`config.mk`:
```
export PLATFORM = sky130hd
export DESIGN_NAME = derivative_peak_detector_core
export DESIGN_NICKNAME = d
export VERILOG_FILES = /design/src/design/dpd_pkg.sv /design/src/design/dpd_ram.sv /design/src/design/dpd_decide.sv /design/src/design/dpd_emit.sv /design/src/design/derivative_peak_detector_core.sv
export VERILOG_INCLUDE_DIRS = /design/src /design/src/design
export SDC_FILE = /design/constraint.sdc
export NUM_CORES = 2
export LEC_CHECK = 0
export BUFFER_PORTS_ARGS = -buffer_cell sky130_fd_sc_hd__buf_4
export CELL_PAD_IN_SITES_DETAIL_PLACEMENT = 0
export CELL_PAD_IN_SITES_GLOBAL_PLACEMENT = 2
export CORE_ASPECT_RATIO = 0.9
export CORE_UTILIZATION = 40
export CTS_BUF_LIST = sky130_fd_sc_hd__clkbuf_16
export CTS_CLUSTER_SIZE = 14
export DETAILED_ROUTE_END_ITERATION = 12
export MAX_ROUTING_LAYER = met4
export PLACE_DENSITY_LB_ADDON = 0.15
export SYNTH_ARGS = -nofsm -noshare
export SYNTH_HDL_FRONTEND = slang
export SYNTH_SLANG_ARGS = --single-unit
```
`constraint.sdc`:
```
create_clock -name clk -period 10.9 [get_ports clk]
set_clock_uncertainty 0.1 [all_clocks]
set_input_delay 1.09 -clock clk [delete_from_list [all_inputs] [get_ports clk]]
set_output_delay 1.09 -clock clk [all_outputs]
set_load 0.02 [all_outputs]
```
`src/design/derivative_peak_detector_core_assert.svh`:
```
// -----------------------------------------------------------------------------
// Assertion macros for the derivative peak detector
// Concurrent checks that compile to nothing when ASSERT_OFF is defined.
// -----------------------------------------------------------------------------
`ifndef DERIVATIVE_PEAK_DETECTOR_CORE_ASSERT_SVH
`define DERIVATIVE_PEAK_DETECTOR_CORE_ASSERT_SVH
`ifndef ASSERT_OFF
`define DPD_ASSERT_ALWAYS(label, clk, rst_n, cond) \
    label: assert property (@(posedge clk) disable iff (!rst_n) (cond)) \
        else $error("derivative peak detector: check failed");
`define DPD_ASSERT_IMPLY(label, clk, rst_n, ante, cons) \
    label: assert property (@(posedge clk) disable iff (!rst_n) (ante) |-> (cons)) \
        else $error("derivative peak detector: check failed");
`define DPD_ASSERT_NEXT(label, clk, rst_n, ante, cons) \
    label: assert property (@(posedge clk) disable iff (!rst_n) (ante) |=> (cons)) \
        else $error("derivative peak detector: check failed");
`else
`define DPD_ASSERT_ALWAYS(label, clk, rst_n, cond)
`define DPD_ASSERT_IMPLY(label, clk, rst_n, ante, cons)
`define DPD_ASSERT_NEXT(label, clk, rst_n, ante, cons)
`endif
`endif

```
`src/design/dpd_pkg.sv`:
```
// -----------------------------------------------------------------------------
// Derivative peak detector package
// Field widths, register indices and shared types.
// -----------------------------------------------------------------------------
package dpd_pkg;

    localparam int SAMPLE_W   = 16;
    localparam int INDEX_W    = 12;
    localparam int COUNT_W    = 4;
    localparam int SW_W       = 4;
    localparam int MINSEP_W   = 12;
    localparam int MAXPK_W    = 4;
    localparam int FLOOR_W    = 16;
    localparam int STD_W      = 15;
    localparam int THR_W      = 18;
    localparam int CFG_IDX_W  = 3;
    localparam int CFG_DATA_W = 16;

    localparam int WIN_DEPTH     = 32;
    localparam int WIN_AW        = 5;
    localparam int WIN_CAP_LIMIT = (WIN_DEPTH - 2) / 2;

    localparam logic [CFG_IDX_W-1:0] REG_SMOOTH_WINDOW  = 3'd0;
    localparam logic [CFG_IDX_W-1:0] REG_MIN_SEPARATION = 3'd1;
    localparam logic [CFG_IDX_W-1:0] REG_MAX_PEAKS      = 3'd2;
    localparam logic [CFG_IDX_W-1:0] REG_NOISE_FLOOR    = 3'd3;
    localparam logic [CFG_IDX_W-1:0] REG_NOISE_STD      = 3'd4;

    // One slope decision handed to the decision stage; seed marks the
    // index-zero step, which only records the opening slope sign.
    typedef struct packed {
        logic valid;
        logic seed;
    } dpd_step_t;

endpackage

```
`src/design/dpd_ram.sv`:
```
// -----------------------------------------------------------------------------
// Generic RAM
// One write port and one read port with registered read data.
// -----------------------------------------------------------------------------
module dpd_ram #(
    parameter int WIDTH = 16,
    parameter int DEPTH = 32,
    localparam int AW = $clog2(DEPTH)
) (
    input  logic             clk,
    input  logic             we,
    input  logic [AW-1:0]    waddr,
    input  logic [WIDTH-1:0] wdata,
    input  logic [AW-1:0]    raddr,
    output logic [WIDTH-1:0] rdata
);

    logic [WIDTH-1:0] mem_reg [DEPTH];
    logic [WIDTH-1:0] rdata_reg;

    always_ff @(posedge clk)
    begin
        if (we)
        begin
            mem_reg[waddr] <= wdata;
        end
        rdata_reg <= mem_reg[raddr];
    end

    assign rdata = rdata_reg;

endmodule

```
`src/design/dpd_decide.sv`:
```
// -----------------------------------------------------------------------------
// Derivative peak detector decision stage
// Compares the slope signs, checks the threshold and merges the candidate
// into the peak list with a parallel compare against all stored peaks.
// -----------------------------------------------------------------------------
`include "derivative_peak_detector_core_assert.svh"

module dpd_decide #(
    parameter int MAX_PEAKS = 8,
    parameter int IDX_W     = 13,
    localparam int FOUND_W  = $clog2(MAX_PEAKS + 1),
    localparam int LIM_W    = (FOUND_W > dpd_pkg::MAXPK_W) ? FOUND_W : dpd_pkg::MAXPK_W
) (
    input  logic                                clk,
    input  logic                                rst_n,
    input  logic                                clear,
    input  dpd_pkg::dpd_step_t                  step,
    input  logic [IDX_W-1:0]                    idx,
    input  logic signed [dpd_pkg::SAMPLE_W-1:0] hi_sample,
    input  logic signed [dpd_pkg::SAMPLE_W-1:0] lo_sample,
    input  logic signed [dpd_pkg::SAMPLE_W-1:0] mid_sample,
    input  logic [dpd_pkg::MINSEP_W-1:0]        min_separation,
    input  logic [LIM_W-1:0]                    limit,
    input  logic signed [dpd_pkg::THR_W-1:0]    threshold,
    output logic [IDX_W-1:0]                    pos [MAX_PEAKS],
    output logic signed [dpd_pkg::SAMPLE_W-1:0] lvl [MAX_PEAKS],
    output logic [FOUND_W-1:0]                  found
);

    import dpd_pkg::*;

    localparam int DW = (IDX_W > MINSEP_W) ? IDX_W : MINSEP_W;

    logic [IDX_W-1:0]           pos_reg [MAX_PEAKS];
    logic signed [SAMPLE_W-1:0] lvl_reg [MAX_PEAKS];
    logic [FOUND_W-1:0]         found_reg;
    logic                       prev_reg;

    logic                       cur;
    logic                       above;
    logic                       room;
    logic                       cand;
    logic [MAX_PEAKS-1:0]       near;
    logic [MAX_PEAKS-1:0]       first;
    logic [MAX_PEAKS-1:0]       replace;
    logic signed [SAMPLE_W-1:0] sel_lvl;
    logic                       bigger;
    logic                       append;

    assign cur   = hi_sample > lo_sample;
    assign above = $signed({{(THR_W - SAMPLE_W){mid_sample[SAMPLE_W-1]}}, mid_sample})
                   > threshold;
    assign room  = LIM_W'(found_reg) < limit;
    assign cand  = step.valid && !step.seed && room && prev_reg && !cur && above;

    always_comb
    begin : p_match
        logic taken;
        logic [DW-1:0] gap;
        taken   = 1'b0;
        sel_lvl = '0;
        for (int j = 0; j < MAX_PEAKS; j++)
        begin
            gap      = DW'(idx) - DW'(pos_reg[j]);
            near[j]  = (found_reg > FOUND_W'(j)) && (gap < DW'(min_separation));
            first[j] = near[j] && !taken;
            taken    = taken | near[j];
            if (first[j])
            begin
                sel_lvl = lvl_reg[j];
            end
        end
    end

    assign bigger  = mid_sample > sel_lvl;
    assign replace = (cand && bigger) ? first : '0;
    assign append  = cand && !(|near);

    always_ff @(posedge clk or negedge rst_n)
    begin
        if (!rst_n)
        begin
            found_reg <= '0;
            prev_reg  <= 1'b0;
        end
        else if (clear)
        begin
            found_reg <= '0;
            prev_reg  <= 1'b0;
        end
        else
        begin
            if (step.valid)
            begin
                prev_reg <= cur;
            end
            if (append)
            begin
                found_reg <= found_reg + FOUND_W'(1);
            end
        end
    end

    always_ff @(posedge clk)
    begin
        for (int j = 0; j < MAX_PEAKS; j++)
        begin
            if (replace[j] || (append && (found_reg == FOUND_W'(j))))
            begin
                pos_reg[j] <= idx;
                lvl_reg[j] <= mid_sample;
            end
        end
    end

    assign pos   = pos_reg;
    assign lvl   = lvl_reg;
    assign found = found_reg;

    `DPD_ASSERT_ALWAYS(a_found_bound, clk, rst_n, found_reg <= FOUND_W'(MAX_PEAKS))
    `DPD_ASSERT_ALWAYS(a_single_write, clk, rst_n, $onehot0(replace) && !(append && (|replace)))
    `DPD_ASSERT_NEXT(a_found_grows, clk, rst_n, !clear, found_reg >= $past(found_reg))

endmodule

```
`src/design/dpd_emit.sv`:
```
// -----------------------------------------------------------------------------
// Derivative peak detector result buffer
// Holds a finished peak list and presents it one peak per request.
// -----------------------------------------------------------------------------
module dpd_emit #(
    parameter int MAX_PEAKS = 8,
    parameter int IDX_W     = 13,
    localparam int FOUND_W  = $clog2(MAX_PEAKS + 1)
) (
    input  logic                                clk,
    input  logic                                rst_n,
    input  logic                                load,
    input  logic [IDX_W-1:0]                    pos [MAX_PEAKS],
    input  logic signed [dpd_pkg::SAMPLE_W-1:0] lvl [MAX_PEAKS],
    input  logic [FOUND_W-1:0]                  found,
    output logic                                busy,
    output logic                                out_valid,
    input  logic                                out_ready,
    output logic [dpd_pkg::INDEX_W-1:0]         peak_index,
    output logic signed [dpd_pkg::SAMPLE_W-1:0] peak_amplitude,
    output logic [dpd_pkg::COUNT_W-1:0]         peak_count,
    output logic                                end_of_list
);

    import dpd_pkg::*;

    logic [INDEX_W-1:0]         slot_pos_reg [MAX_PEAKS];
    logic signed [SAMPLE_W-1:0] slot_lvl_reg [MAX_PEAKS];
    logic [FOUND_W-1:0]         remaining_reg;
    logic [FOUND_W-1:0]         total_reg;
    logic                       busy_reg;
    logic                       pop;

    assign pop = busy_reg && out_ready;

    always_ff @(posedge clk or negedge rst_n)
    begin
        if (!rst_n)
        begin
            busy_reg      <= 1'b0;
            remaining_reg <= '0;
            total_reg     <= '0;
        end
        else if (load)
        begin
            busy_reg  <= 1'b1;
            total_reg <= found;
            if (found == '0)
            begin
                remaining_reg <= FOUND_W'(1);
            end
            else
            begin
                remaining_reg <= found;
            end
        end
        else if (pop)
        begin
            remaining_reg <= remaining_reg - FOUND_W'(1);
            if (remaining_reg == FOUND_W'(1))
            begin
                busy_reg <= 1'b0;
            end
        end
    end

    always_ff @(posedge clk)
    begin
        if (load)
        begin
            for (int j = 0; j < MAX_PEAKS; j++)
            begin
                slot_pos_reg[j] <= INDEX_W'(pos[j]);
                slot_lvl_reg[j] <= lvl[j];
            end
            if (found == '0)
            begin
                slot_pos_reg[0] <= '0;
                slot_lvl_reg[0] <= '0;
            end
        end
        else if (pop)
        begin
            for (int j = 0; j < MAX_PEAKS - 1; j++)
            begin
                slot_pos_reg[j] <= slot_pos_reg[j + 1];
                slot_lvl_reg[j] <= slot_lvl_reg[j + 1];
            end
        end
    end

    assign busy           = busy_reg;
    assign out_valid      = busy_reg;
    assign peak_index     = slot_pos_reg[0];
    assign peak_amplitude = slot_lvl_reg[0];
    assign peak_count     = COUNT_W'(total_reg);
    assign end_of_list    = (remaining_reg == FOUND_W'(1));

endmodule

```
`src/design/derivative_peak_detector_core.sv`:
```
// -----------------------------------------------------------------------------
// Derivative peak detector core
// One sample a cycle, bar one stall per record for the opening slope, until last;
// input then waits until the list is handed over. The window is at most 15, and
// the first result is valid once the output is free. Results go one per request.
// Reset restores register defaults.
`include "derivative_peak_detector_core_assert.svh"

module derivative_peak_detector_core #(
    parameter int MAX_PEAKS   = 8,
    parameter int MAX_SAMPLES = 4096,
    parameter int MAX_WINDOW  = 15
) (
    input  logic                                  clk,
    input  logic                                  rst_n,
    input  logic                                  cfg_write,
    input  logic [dpd_pkg::CFG_IDX_W-1:0]         cfg_index,
    input  logic [dpd_pkg::CFG_DATA_W-1:0]        cfg_data,
    input  logic                                  in_valid,
    output logic                                  in_ready,
    input  logic signed [dpd_pkg::SAMPLE_W-1:0]   sample,
    input  logic                                  last,
    output logic                                  out_valid,
    input  logic                                  out_ready,
    output logic [dpd_pkg::INDEX_W-1:0]           peak_index,
    output logic signed [dpd_pkg::SAMPLE_W-1:0]   peak_amplitude,
    output logic [dpd_pkg::COUNT_W-1:0]           peak_count,
    output logic                                  end_of_list
);

    import dpd_pkg::*;

    localparam int CNT_W   = $clog2(MAX_SAMPLES + 1);
    localparam int EXT_W   = CNT_W + 1;
    localparam int FOUND_W = $clog2(MAX_PEAKS + 1);
    localparam int LIM_W   = (FOUND_W > MAXPK_W) ? FOUND_W : MAXPK_W;
    localparam int WCAP    = (MAX_WINDOW < WIN_CAP_LIMIT) ? MAX_WINDOW : WIN_CAP_LIMIT;

    logic [SW_W-1:0]          smooth_window_reg;
    logic [MINSEP_W-1:0]      min_separation_reg;
    logic [MAXPK_W-1:0]       peak_limit_reg;
    logic [FLOOR_W-1:0]       noise_floor_reg;
    logic [STD_W-1:0]         noise_std_reg;
    logic signed [THR_W-1:0]  thr_reg;
    logic [THR_W-1:0]         thr_next;

    logic [CNT_W-1:0]         cnt_reg;
    logic [CNT_W-1:0]         ptr_reg;
    logic                     end_reg;
    dpd_step_t                step_reg;
    logic [CNT_W-1:0]         idx_reg;

    logic [SW_W-1:0]          w_eff;
    logic [LIM_W-1:0]         limit;
    logic [EXT_W-1:0]         cnt_x;
    logic [EXT_W-1:0]         ptr_x;
    logic [EXT_W-1:0]         w_x;
    logic [EXT_W-1:0]         q_x;
    logic [EXT_W-1:0]         qn_x;
    logic [EXT_W-1:0]         hi_x;
    logic [EXT_W-1:0]         lo_x;
    logic [CNT_W-1:0]         top;
    logic                     pending_now;
    logic                     pending_more;
    logic                     issue;
    logic                     in_accept;
    logic                     handover;
    logic                     emit_busy;
    logic                     win_we;
    logic [WIN_AW-1:0]        hi_addr;
    logic [WIN_AW-1:0]        lo_addr;
    logic [WIN_AW-1:0]        mid_addr;
    logic [SAMPLE_W-1:0]      hi_data;
    logic [SAMPLE_W-1:0]      lo_data;
    logic [SAMPLE_W-1:0]      mid_data;

    logic [CNT_W-1:0]         peak_pos [MAX_PEAKS];
    logic signed [SAMPLE_W-1:0] peak_lvl [MAX_PEAKS];
    logic [FOUND_W-1:0]       found;

    assign w_eff = (smooth_window_reg > SW_W'(WCAP)) ? SW_W'(WCAP) : smooth_window_reg;
    assign limit = (LIM_W'(peak_limit_reg) > LIM_W'(MAX_PEAKS)) ? LIM_W'(MAX_PEAKS)
                                                                : LIM_W'(peak_limit_reg);

    assign thr_next = {{(THR_W - FLOOR_W){noise_floor_reg[FLOOR_W-1]}}, noise_floor_reg}
                    + {3'b000, noise_std_reg}
                    + {2'b00, noise_std_reg, 1'b0};

    // Index zero is a seed step that takes the same condition as index one.
    assign cnt_x = {1'b0, cnt_reg};
    assign ptr_x = {1'b0, ptr_reg};
    assign w_x   = EXT_W'(w_eff);
    assign q_x   = (ptr_reg == '0) ? EXT_W'(1) : ptr_x;
    assign qn_x  = ptr_x + EXT_W'(1);

    assign pending_now  = (q_x + EXT_W'(1) < cnt_x) && (end_reg || (q_x + w_x < cnt_x));
    assign pending_more = (qn_x + EXT_W'(1) < cnt_x) && (end_reg || (qn_x + w_x < cnt_x));

    assign issue     = pending_now;
    assign in_ready  = !end_reg && (!pending_now || !pending_more);
    assign in_accept = in_valid && in_ready;
    assign handover  = end_reg && !pending_now && !step_reg.valid && !emit_busy;
    assign win_we    = in_accept && (cnt_reg < CNT_W'(MAX_SAMPLES));

    assign top      = cnt_reg - CNT_W'(1);
    assign hi_x     = ptr_x + w_x;
    assign lo_x     = (ptr_x > w_x) ? (ptr_x - w_x) : '0;
    assign hi_addr  = (hi_x < cnt_x) ? hi_x[WIN_AW-1:0] : top[WIN_AW-1:0];
    assign lo_addr  = lo_x[WIN_AW-1:0];
    assign mid_addr = ptr_reg[WIN_AW-1:0];

    always_ff @(posedge clk or negedge rst_n)
    begin
        if (!rst_n)
        begin
            smooth_window_reg  <= SW_W'(2);
            min_separation_reg <= MINSEP_W'(4);
            peak_limit_reg     <= MAXPK_W'(8);
            noise_floor_reg    <= '0;
            noise_std_reg      <= '0;
        end
        else if (cfg_write)
        begin
            case (cfg_index)
                REG_SMOOTH_WINDOW:  smooth_window_reg  <= cfg_data[SW_W-1:0];
                REG_MIN_SEPARATION: min_separation_reg <= cfg_data[MINSEP_W-1:0];
                REG_MAX_PEAKS:      peak_limit_reg     <= cfg_data[MAXPK_W-1:0];
                REG_NOISE_FLOOR:    noise_floor_reg    <= cfg_data[FLOOR_W-1:0];
                REG_NOISE_STD:      noise_std_reg      <= cfg_data[STD_W-1:0];
                default:            ;
            endcase
        end
    end

    always_ff @(posedge clk or negedge rst_n)
    begin
        if (!rst_n)
        begin
            cnt_reg  <= '0;
            ptr_reg  <= '0;
            end_reg  <= 1'b0;
            step_reg <= '0;
        end
        else
        begin
            step_reg.valid <= issue;
            step_reg.seed  <= (ptr_reg == '0);
            if (handover)
            begin
                cnt_reg <= '0;
                ptr_reg <= '0;
                end_reg <= 1'b0;
            end
            else
            begin
                if (issue)
                begin
                    ptr_reg <= ptr_reg + CNT_W'(1);
                end
                if (win_we)
                begin
                    cnt_reg <= cnt_reg + CNT_W'(1);
                end
                if (in_accept && last)
                begin
                    end_reg <= 1'b1;
                end
            end
        end
    end

    always_ff @(posedge clk)
    begin
        idx_reg <= ptr_reg;
        thr_reg <= thr_next;
    end

    dpd_ram #(
        .WIDTH (SAMPLE_W),
        .DEPTH (WIN_DEPTH)
    ) u_ram_hi (
        .clk   (clk),
        .we    (win_we),
        .waddr (cnt_reg[WIN_AW-1:0]),
        .wdata (sample),
        .raddr (hi_addr),
        .rdata (hi_data)
    );

    dpd_ram #(
        .WIDTH (SAMPLE_W),
        .DEPTH (WIN_DEPTH)
    ) u_ram_lo (
        .clk   (clk),
        .we    (win_we),
        .waddr (cnt_reg[WIN_AW-1:0]),
        .wdata (sample),
        .raddr (lo_addr),
        .rdata (lo_data)
    );

    dpd_ram #(
        .WIDTH (SAMPLE_W),
        .DEPTH (WIN_DEPTH)
    ) u_ram_mid (
        .clk   (clk),
        .we    (win_we),
        .waddr (cnt_reg[WIN_AW-1:0]),
        .wdata (sample),
        .raddr (mid_addr),
        .rdata (mid_data)
    );

    dpd_decide #(
        .MAX_PEAKS (MAX_PEAKS),
        .IDX_W     (CNT_W)
    ) u_decide (
        .clk            (clk),
        .rst_n          (rst_n),
        .clear          (handover),
        .step           (step_reg),
        .idx            (idx_reg),
        .hi_sample      ($signed(hi_data)),
        .lo_sample      ($signed(lo_data)),
        .mid_sample     ($signed(mid_data)),
        .min_separation (min_separation_reg),
        .limit          (limit),
        .threshold      (thr_reg),
        .pos            (peak_pos),
        .lvl            (peak_lvl),
        .found          (found)
    );

    dpd_emit #(
        .MAX_PEAKS (MAX_PEAKS),
        .IDX_W     (CNT_W)
    ) u_emit (
        .clk            (clk),
        .rst_n          (rst_n),
        .load           (handover),
        .pos            (peak_pos),
        .lvl            (peak_lvl),
        .found          (found),
        .busy           (emit_busy),
        .out_valid      (out_valid),
        .out_ready      (out_ready),
        .peak_index     (peak_index),
        .peak_amplitude (peak_amplitude),
        .peak_count     (peak_count),
        .end_of_list    (end_of_list)
    );

    `DPD_ASSERT_ALWAYS(a_ptr_within_count, clk, rst_n, ptr_reg <= cnt_reg)
    `DPD_ASSERT_NEXT(a_last_closes_input, clk, rst_n, in_accept && last, !in_ready)
    `DPD_ASSERT_NEXT(a_handover_loads, clk, rst_n, handover, out_valid && (cnt_reg == '0))

endmodule

```
==> flow_results.org <==
** Yosys
- Biggest area contributors in the synthesized netlist :: edfxtp_1, mux2i_1, ha_1, mux4_2, nand2_1
- Synthesis produced a netlist with a net count of 5,680.
- Yosys mapped a number of flops with a built-in enable equal to 968.
- Number of warning messages in the yosys log :: 0
- Summing every instance area after synthesis gives 63,600 um2.
- Area fraction of the dominant cell type after synthesis :: 45.7%
- Gate Count Post-Synth :: 5,267
- Most common flop cell mapped by yosys :: edfxtp_1
- The number of different library cells used by synthesis comes to 101.
- Count of state elements after synthesis :: 1,141
- Share of synthesized registers carrying an async set or reset :: 8.24%
- Largest area contributor in the netlist :: edfxtp_1
- Per-instance average area after synthesis :: 12.1 um2
- Sequential cell area fraction in the yosys report :: 51.9%

** Cells and area
- After routing the design area is 70,600 um2.
- The area growth from synthesis to layout is 11.0%.
- Once layout is complete, the utilization of the core stands at 44.8%.
- Register area :: 33,000 um2
- Multi-input logic area :: 28,400 um2
- Layout cell share with drive strength beyond 1 :: 12.9%
- NumNets Final :: 5,689
- Filler cells :: 14.4k
- Flip-flop count of the largest register after layout :: 416

** Critical path
- Startpoint of the lowest-slack register-to-register path :: idx_reg[0]
- For the worst setup path, the data arrival time is 9.85 ns.
- The endpoint identified for the worst register-to-register timing path is u_decide.lvl[65].
- Crit Path Category :: reg -> reg
- Setup slack, reg-to-reg :: 1.39 ns
- STA puts the critical path data required time at 11.25 ns.
- Startpoint kind of the worst setup timing path :: flip-flop
- Reg2Reg Depth :: 35
- Along the worst path, the maximum fanout reaches 20.
- Critical path's largest stage delay :: 0.73 ns
- Most repeated library cell on the critical path :: o21ai_0
- STA classifies the critical path endpoint as a flip-flop.
- For this design, the slowest cell found on the critical path is or2_1.

** Place
- Global placement routability congestion :: 0.850
- Number of input and output port buffers inserted :: 75
- After detailed placement, the total cell area comes to 66,500 um2.
- Before CTS, the worst setup slack after placement is 1.45 ns.
- Detailed placement finished with a half-perimeter wire length of 132,000 um.

** Global route
- Number of antenna violations at the first check in global routing :: 7
- GR Util All Layers :: 26.5%
- After global routing the overflow that remains totals 0.
- Global-route wire length before repair :: 306,000 um
- Vias in the first global route :: 44.1k
- Maximum number of pins on one net before global-route repair :: 150

** Detailed routing
- Number of DRC violations after detailed routing :: 0
- Total number of vias :: 44.1k
- Total wire length :: 208,000 um
- Drt first pass iters :: 7
- Dividing the detail-routed wire length by the instance count gives 27.9 um.
- The detail route stage leaves a number of antenna-violating nets equal to 0.
- After detailed routing, the number of vias per cell comes to 5.89.
- Initial DRC Count :: 4,273

** STA
- Worst hold margin :: 0.176 ns
- Crit path time final :: 9.51 ns
- Headroom to the max-slew limit :: 24.3%
- Setup repair after global routing missed its margin :: false
- The hold violation count in the final report is 0.
- Transition time at the pin with the least slew margin :: 1.14 ns
- Across all setup checks in the final design, the least slack found is 1.39 ns.
- Maximum clock frequency :: 0.105 GHz
- The number of pins with negative max-slew slack in the final report was 0.
- Final setup violation count :: 0
- Adding up every negative setup slack in the final design gives 0 ns.
- Final worst path period share :: 87.2%

** Clocking
- For the worst-skew pair, the clock arrives at the later sink with an insertion delay of 0.78 ns.
- Cell at the root of the clock tree :: clkbuf_16
- Num CTS Buffers :: 132
- Setup fix buffers added after clock tree synthesis :: 0
- The H-tree generated during clock tree synthesis spans 4 levels.
- Clock sink count :: 1,141
- Number of cells upsized or downsized after cts :: 0
- Bufs on Longest Clock Path :: 3
- Count of hold buffers inserted by post-cts repair :: 0
- TritonCTS built the clock tree.
- Clock-pin slew was measured on the worst setup and hold paths at 0.06 ns.

** Die
- From bottom edge to top edge, the die measures 380 um.
- After floorplanning, the core was divided into 138 placement rows.
- Effective utilization at floorplan :: 40.4%
- In this run the horizontal extent of the chip is 422 um.
- Core area :: 158,000 um2
- Die area :: 161,000 um2
- 76 I/O pins were placed.

** Power
- In this run the power density over the cells is 203 nW/um2.
- IR analysis of the VDD net gives a maximum drop of 165 uV.
- Summed over all cells, the static leakage comes to 27.1 nW.

** Run
- Count of max-cap constraint violations :: 0

** Min path
- The path class of the tightest hold or removal check is in -> async.

** Status
- The flow ran to the end, and the final reports show no timing, DRC or antenna violations.
-- kinds of logic (layout without fill, tap and decap cells) --
group / Yosys count / count (layout) / synth area share, %
other cells: 0 / 2 / 0
mux: 654 / 654 / 13.6
fa+ha+maj: 373 / 373 / 7.65
compound gates: 1003 / 1003 / 10.9
simple gates: 1377 / 1377 / 10.0
flops: 1141 / 1141 / 51.9
buf+inv: 563 / 677 / 3.83
xor+xnor: 156 / 156 / 2.15
-- synth_stat cells (all sizes together) (44+ instances only) --
cell type and number:
a211oi 89, a21o 50, a21oi 143, a31oi 66
buf 127, clkbuf 195, dfrtp 91, dfxtp 79
edfxtp 968, ha 345, inv 240, mux2 53
mux2i 439, mux4 162, nand2 660, nand3 48
nor2 216, nor2b 84, nor3 88, nor4 44
o211ai 82, o21ai 201, o22ai 73, or3 85
xnor2 108, xor2 48
-- per-layer routing --
layer	vias up	track usage [%]	share of wire, %	wire [um]
met5	-	-	0	0
met4	0	6.23	2.1	4430
met3	280	3.68	6.3	13100
met2	1588	40.5	45	94600
met1	22265	37.3	46	96400
li1	19943	-	-	-
-- stage by stage --
step | std cells | total power [mW]
after detailed placement | 7242 | 10.1
after global routing | 7482 | 15.0
after CTS | 7481 | 14.4
after floorplan | 5267 | 8.64
final | 7483 | 14.3
after global placement | 7242 | 10.0
-- worst max path at each step --
stage          startpoint                        end  slack (ns)  cells past startpoint
3_5_place_dp   idx_reg[0]           u_decide.lvl[72]        1.45                     35
2_1_floorplan  ptr_reg[1]  u_emit.slot_lvl_reg[0][0]        1.83                     18
6_report       idx_reg[0]           u_decide.lvl[65]        1.39                     35
4_1_cts        idx_reg[0]           u_decide.lvl[79]        1.41                     35
5_1_grt        idx_reg[0]           u_decide.lvl[65]        0.42                     35
3_3_place_gp   idx_reg[0]           u_decide.lvl[68]        1.49                     35
-- power breakdown --
| group | internal [mW] | switching [mW] |
|---|---|---|
| clock network | 2.45 | 1.88 |
| registers | 5.27 | 0.224 |
| logic | 1.65 | 2.85 |
-- placed cells by master (no fill, tap or decap), types with 84 or more instances in the layout --
cell       synthesis  layout
nand2_1          659     654
mux4_2           162     162
nor2b_1           84      84
a21oi_1          140     139
buf_4             42     193
mux2i_1          438     437
edfxtp_1         968     968
dfrtp_1           91      86
or3_1             85      85
inv_1            238     270
ha_1             345     344
o21ai_0          187     187
nor2_1           214     205
xnor2_1          108     108
a211oi_1          88      88
clkbuf_16          0     137
-- critical path, delay by kind of cell, from the launching register on --
kind / cells / cell delay [ns]
DFF: 1 / 0.30
buffers and inverters: 4 / 1.11
adders and majority gates: 3 / 0.78
xor gates and xnor gates: 1 / 0.08
and+or+nand+nor: 8 / 2.08
AOI/OAI and AO/OA: 19 / 4.71
-- cell type report --
| type | instances | share of cell area, % |
|---|---|---|
| flip-flops and latches | 1141 | 46.7 |
| multi-input cells | 3563 | 40.2 |
| clock buffers | 137 | 4.85 |
| well taps | 2100 | 3.72 |
| repair buffers | 197 | 2.16 |
| inverters | 241 | 1.28 |
| clock inverters | 102 | 1.02 |
| diodes | 2 | 0.00708 |
Power figures use the tool's default switching activity.
